===== config.mk =====
export PLATFORM = sky130hd
export DESIGN_NAME = magma_stage
export DESIGN_NICKNAME = d
export VERILOG_FILES = /design/src/hdl/magma_pkg.sv /design/src/hdl/magma_stage.sv
export SDC_FILE = /design/constraint.sdc
export NUM_CORES = 1
export LEC_CHECK = 0
export BUFFER_PORTS_ARGS = -buffer_cell sky130_fd_sc_hd__buf_2
export CORE_ASPECT_RATIO = 0.7
export CORE_MARGIN = 2
export CORE_UTILIZATION = 57
export DETAILED_ROUTE_END_ITERATION = 6
export GPL_TIMING_DRIVEN = 0
export HOLD_SLACK_MARGIN = 0.03
export PLACE_DENSITY = 0.94
export SKIP_CTS_REPAIR_TIMING = 1
export SLEW_MARGIN = 0
export SYNTH_ARGS = -nofsm -noshare
export SYNTH_HDL_FRONTEND = slang
export SYNTH_SLANG_ARGS = --single-unit

===== constraint.sdc =====
create_clock -name clk -period 2.1 [get_ports clk]
set_input_delay 0.63 -clock clk [delete_from_list [all_inputs] [get_ports clk]]
set_output_delay 0.63 -clock clk [all_outputs]
set_load 0.02 [all_outputs]

===== src/hdl/magma_pkg.sv =====
`default_nettype none
package magma_pkg;

	localparam int WORD_W = 32;
	localparam int KEY_W  = 64;
	localparam int CFG_IDX_W = 3;
	localparam int ROT_LEFT  = 11;

	localparam logic [CFG_IDX_W-1:0] REG_KEY_WORD0 = 3'd0;
	localparam logic [CFG_IDX_W-1:0] REG_KEY_WORD1 = 3'd1;
	localparam logic [CFG_IDX_W-1:0] REG_KEY_WORD2 = 3'd2;
	localparam logic [CFG_IDX_W-1:0] REG_KEY_WORD3 = 3'd3;
	localparam logic [CFG_IDX_W-1:0] REG_DIRECTION = 3'd4;

	typedef logic [WORD_W-1:0] word_t;
	typedef logic [3:0] nibble_t;
	typedef nibble_t sbox_row_t [16];
	typedef sbox_row_t sbox_tab_t [8];

	localparam sbox_tab_t SBOX = '{
		'{4'd1, 4'd7, 4'd14, 4'd13, 4'd0, 4'd5, 4'd8, 4'd3,
		  4'd4, 4'd15, 4'd10, 4'd6, 4'd9, 4'd12, 4'd11, 4'd2},
		'{4'd8, 4'd14, 4'd2, 4'd5, 4'd6, 4'd9, 4'd1, 4'd12,
		  4'd15, 4'd4, 4'd11, 4'd0, 4'd13, 4'd10, 4'd3, 4'd7},
		'{4'd5, 4'd13, 4'd15, 4'd6, 4'd9, 4'd2, 4'd12, 4'd10,
		  4'd11, 4'd7, 4'd8, 4'd1, 4'd4, 4'd3, 4'd14, 4'd0},
		'{4'd7, 4'd15, 4'd5, 4'd10, 4'd8, 4'd1, 4'd6, 4'd13,
		  4'd0, 4'd9, 4'd3, 4'd14, 4'd11, 4'd4, 4'd2, 4'd12},
		'{4'd12, 4'd8, 4'd2, 4'd1, 4'd13, 4'd4, 4'd15, 4'd6,
		  4'd7, 4'd0, 4'd10, 4'd5, 4'd3, 4'd14, 4'd9, 4'd11},
		'{4'd11, 4'd3, 4'd5, 4'd8, 4'd2, 4'd15, 4'd10, 4'd13,
		  4'd14, 4'd1, 4'd7, 4'd4, 4'd12, 4'd9, 4'd6, 4'd0},
		'{4'd6, 4'd8, 4'd2, 4'd3, 4'd9, 4'd10, 4'd5, 4'd12,
		  4'd1, 4'd14, 4'd4, 4'd7, 4'd11, 4'd13, 4'd0, 4'd15},
		'{4'd12, 4'd4, 4'd6, 4'd2, 4'd10, 4'd5, 4'd11, 4'd9,
		  4'd14, 4'd8, 4'd13, 4'd7, 4'd0, 4'd3, 4'd15, 4'd1}
	};

	// Key number (0..7) used by encryption round r.
	function automatic logic [2:0] enc_key_idx(input int r, input int rounds);
		logic [2:0] low;
		low = 3'(r);
		if (r < rounds - 8)
			return low;
		return 3'd7 - low;
	endfunction

	function automatic word_t round_fn(input word_t half, input word_t k);
		word_t sum;
		word_t sub;
		sum = half + k;
		for (int i = 0; i < 8; i++) begin
			sub[(7-i)*4 +: 4] = SBOX[i][sum[(7-i)*4 +: 4]];
		end
		return {sub[WORD_W-1-ROT_LEFT:0], sub[WORD_W-1 -: ROT_LEFT]};
	endfunction

endpackage
`default_nettype wire


===== src/hdl/magma_stage.sv =====
`default_nettype none
module magma_stage #(
	parameter bit LAST_ROUND = 1'b0
) (
	input  wire logic             clk,
	input  wire logic             arst_n,
	input  wire logic             load,
	input  wire logic             in_vld,
	input  wire magma_pkg::word_t in_hi,
	input  wire magma_pkg::word_t in_lo,
	input  wire magma_pkg::word_t rkey,
	output logic                  out_vld,
	output magma_pkg::word_t      out_hi,
	output magma_pkg::word_t      out_lo
);
	import magma_pkg::*;

	logic  vld_s1;
	word_t hi_s1;
	word_t lo_s1;
	word_t mixed;

	assign mixed = round_fn(in_lo, rkey) ^ in_hi;

	always_ff @(posedge clk or negedge arst_n) begin
		if (!arst_n) begin
			vld_s1 <= 1'b0;
		end else if (load) begin
			vld_s1 <= in_vld;
		end
	end

	always_ff @(posedge clk) begin
		if (load && in_vld) begin
			if (LAST_ROUND) begin
				hi_s1 <= mixed;
				lo_s1 <= in_lo;
			end else begin
				hi_s1 <= in_lo;
				lo_s1 <= mixed;
			end
		end
	end

	assign out_vld = vld_s1;
	assign out_hi  = hi_s1;
	assign out_lo  = lo_s1;
endmodule
`default_nettype wire


Word level (Yosys, flattened, before mapping):

Memories as Yosys holds them, arrays and structs flattened.
Index checks and enable logic that the tools add are counted.
W data, S select, Z words.

* add/subtract/negate cells: 1
* multipliers: 0
* divide/modulo/power cells: 0
* order comparisons: 8
* equality and inequality tests: 0
* shifts and indexed selects: 0
* mux-type cells: 16
* bitwise logic cells: 9
* reduce and logical (&&, ||, !) cells: 1

Operator list (number)
* $mux W4: 16
* $ge A5 B5 Y1 const B: 8
* $not A4 Y5: 8
* $add A32 B32 Y32: 1
* $xor A32 B32 Y32: 1
* $logic_and A1 B1 Y1: 1

* register bits after elaboration: 65
* bits in latches: 0
* RAM bits: 0
* memory bits (read-only): 512
* output and inout bits: 65
* word-level logic and storage cells: 46
* memories kept: 8

Memory list
* (no name shown): words 16, width 4, read ports 1, clocked after memory_dff 0, write ports 0, line magma_pkg.sv:53 `sub[(7-i)*4 +: 4] = SBOX[i][sum[(7-i)*4 +: 4]];`
* (no name shown): words 16, width 4, read ports 1, clocked after memory_dff 0, write ports 0, line magma_pkg.sv:53
* (no name shown): words 16, width 4, read ports 1, clocked after memory_dff 0, write ports 0, line magma_pkg.sv:53
* (no name shown): words 16, width 4, read ports 1, clocked after memory_dff 0, write ports 0, line magma_pkg.sv:53
* (no name shown): words 16, width 4, read ports 1, clocked after memory_dff 0, write ports 0, line magma_pkg.sv:53
* (no name shown): words 16, width 4, read ports 1, clocked after memory_dff 0, write ports 0, line magma_pkg.sv:53
* +2 memories

Longest topological paths before layout:

* depth after elaboration: 6
* depth in mapped cells: 16
* depth with buffers taken out: 15

Worst setup path after synthesis:

No wires, ideal clock.

* kind: in2reg
* start point: input port in_lo[0]
* end point: register lo_s1[7], in the netlist out_lo[7], data pin
* library setup time: 0.263 ns
* arrival: 3.475 ns
* data required time: 1.837 ns
* path slack: -1.638 ns
* cell stages on the path: 15
* buffers on the path: 0
* cells stage by stage: ha_1 inv_1 fa_1 nand2b_1 a211oi_2 o2111ai_1 a211oi_1 nor3_1 xnor2_1 inv_1 ha_1 or2_2 mux2i_1 mux2i_1 xor2_1

* cells in the longest elaborated chain, start to end: 6

RTL lines
* from (decl): line magma_stage.sv:10 `input wire magma_pkg::word_t in_lo,`
* $add A32 B32 Y32: line magma_pkg.sv:51 `sum = half + k;`
* $not A4 Y5 (implied by the code): line magma_pkg.sv:53
* $mem_v2 Z16 W4
* $mux W4 (implied by the code) (2 in series): line magma_pkg.sv:53
* $xor A32 B32 Y32: line magma_stage.sv:23 `assign mixed = round_fn(in_lo, rkey) ^ in_hi;`
* named net mixed[7]: line magma_stage.sv:21 `word_t mixed;`
* to (signal assigned): line magma_stage.sv:37 `lo_s1 <= in_lo;`
* to (signal assigned): line magma_stage.sv:40 `lo_s1 <= mixed;`
* to (decl): line magma_stage.sv:20 `word_t lo_s1;`

The timed path passes the listed nets, and every way through them passes these cells. The select of a mux whose other input is x is not followed.
A chain may end at the register's enable or synchronous reset.

Worst setup path after layout:

* start point: input port in_lo[12]
* end point: register lo_s1[2], in the netlist out_lo[2], data pin

Same word-level chain as after synthesis.

==> results.cfg <==
[power_and_ir_drop]
p_int_mw = 4.31
power_mw = 6.82
ir_worst_vdd_mv = 0.760
p_sw_mw = 2.51
p_leak_nw = 3.48
seqPwrFrac_pct = 25.3
p_clk_share_pct = 24.7
p_comb_share_pct = 50.0
p_sw_share_pct = 36.8
power_density_nw_per_um2 = 842

[finish]
final_area_um2 = 8100
antenna_cells = 0
instances_no_fill = 871
num-nets-final = 907
drive_gt1_share_pct = 53.0
area_growth_pct = 46.3
final_core_util_pct = 84.6

[synth]
async_flop_share_pct = 1.54
synth-seq-cells = 65
synth_fa_ha_area_share_pct = 15.7
synth-xor-area-share_pct = 10.5
yosys.area_share.simple_pct = 10.4
synth_compound_area_share_pct = 16.6
synth-edff-count = 64
yosysWarnings = 0
synth-main-ff-cell = edfxtp_1
syn-num-nets = 688
synth_top_family_by_area = compound AO/OA/AOI/OAI gates
synth.cell_area_um2 = 5540
synth_cells = 519
ys_types = 63
syn_avg_cell_area_um2 = 10.7
seq_area_frac_synth_pct = 35.1
synthMuxAreaShare_pct = 8.31

[clocking]
clkTransAtPathRegs_ns = 0.06
cts_tree = built
root_buffer = clkbuf_16
cts_buffers = 9
h-tree-depth = 3
clock_path_buffers = 2
worstSkewPairLatency_ns = 0.34
cts.sinks = 65

[place]
dp.cells = 811
place_area_um2 = 6790
place_ws_ns = -1.88
place_congestion = 0.889
portBuffers = 164
hpwl_um = 10500

[routing]
drt_pass1_iterations = 5
ant_nets = 0
drt_iter0_markers = 519
vias = 5392
via_per_inst = 6.19
wl_per_cell_um = 20.6
drcViolationCount = 0
routed_wl_um = 18000

[sta]
timing.final.crit_share_pct = 168
finalSetupViolations = 29
fmax_ghz = 0.284
slew_headroom_pct = 42.4
hold_viol_final = 0
rsz0062_at_grt = yes
skew_ns = 0
fin_ws_ns = -1.43
drv_slew = 0
period_needed_ns = 3.53
tightest_slew_ns = 0.864

[global_routing]
antenna_found_initial = 0
grt_pass1_wl_um = 21300
grt_usage_pct = 25.7
grt_max_degree = 65
gr-total-overflow = 0
grt_pass1_vias = 4621

[die]
row_count = 30
die_width_um = 122
core_area_um2 = 9570
io_pins = 165
start_util_pct = 57.9
dieArea_um2 = 10500
die_h_um = 86.5

[outcome]
violations = setup timing
status = complete, but fails checks

[setup_path]
worstSetupStartpointType = primary input
required_ns = 2.19
cp-startpoint = in_lo[12]
crit_path_end_kind = register
critPathMaxFanout = 6
timing.setup.critical_path_class = primary input to register
r2r_start = out_vld$_DFFE_PN0P_
critPathArrivalTime_ns = 3.62

[run]
drv_cap = 0

[hold_path]
hold_class = primary input to async pin
[critical path, stage by stage]
cell	delay, ns
buf_2	0.13
ha_4	0.28
a21o_1	0.18
a21o_1	0.21
a21oi_2	0.23
o211ai_4	0.13
a221o_1	0.37
a21oi_2	0.21
xnor2_2	0.22
ha_1	0.34
mux4_2	0.53
xnor2_2	0.16
[placed cells by master, fill, tap and decap left out, drive strengths merged, types with 3 or more instances in the layout]
master,count
xnor2,38
clkbuf,13
o21ai,16
a21boi,4
xor2,25
a21o,14
mux4,10
a211oi,11
a211o,3
nor3,8
nand3,18
o211ai,10
o21a,4
mux2i,17
nand4,5
o21bai,5
nor2,27
a21oi,35
and2,10
mux2,4
or2,4
ha,68
inv,35
and3,7
edfxtp,64
buf,218
nand2,32
a31oi,7
[per-layer routing]
layer  track usage (%)  wire length (um)  part of all wire, %
met5                 0                 0                    0
met2              44.9              8930                   50
met3              5.53              1480                  8.2
met1              32.7              6680                   37
met4              6.17               864                  4.8
[power by group through the flow]
stage               Clock [mW]  Combinational (mW)  Sequential (mW)
finish                    1.68                3.41             1.73
global route              1.75                3.62             1.74
CTS                       1.67                2.62             1.72
detailed placement           0                2.59             1.75
global placement             0                2.44             1.74
floorplan                    0                1.75             1.96
[synth_stat cells, drive strengths merged (11+ instances only)]
cell type / count / area [um2]
a211oi: 11 / 103
a21o: 14 / 105
a21oi: 35 / 201
edfxtp: 64 / 1920
ha: 68 / 851
inv: 34 / 128
mux2i: 17 / 183
nand2: 32 / 120
nand3: 18 / 103
nor2: 27 / 101
o21ai: 16 / 83.8
xnor2: 38 / 355
xor2: 25 / 226
[sequential cells by signal, indices dropped and copies added (netlist names)]
signal   flops
out_hi      32
out_vld      1
out_lo      32
[cells by family after synthesis]
logic type                 Yosys count
adders and majority gates           69
xor gates and xnor gates            63
muxes                               31
buffers and inverters               47
DFF                                 65
AOI/OAI and AO/OA                  126
and+or+nand+nor                    118
[layout make-up]
cell class	count	area [um2]
tap	128	160
multi-input combinational	407	4250
clock inverter	6	90.1
fill	471	1470
inverter	34	130
clock buffer	10	239
timing repair buffer	211	1230
sequential	65	1950
buffer	10	56.3
[stage by stage]
step | hold slack, ns | TNS, ns
final | 0.0573 | -30.29
after global routing | 0.0474 | -32.00
after CTS | 0.0521 | -33.03
after detailed placement | 0.406 | -57.94
after global placement | 0.405 | -48.90
after floorplan | 0.334 | -30.32
[final timing paths]
kind,to,slack [ns],cells after the start
setup / recovery,out_lo[2]$_DFFE_PP_,-1.43,12
hold / removal,out_vld$_DFFE_PN0P_,0.06,1
setup reg to reg,out_vld$_DFFE_PN0P_,1.30,1
max in group asynchronous,out_vld$_DFFE_PN0P_,1.95,1
min in group clk,out_hi[0]$_DFFE_PP_,0.47,1
hold reg to reg,out_vld$_DFFE_PN0P_,0.58,1
Power figures use the tool's default switching activity.
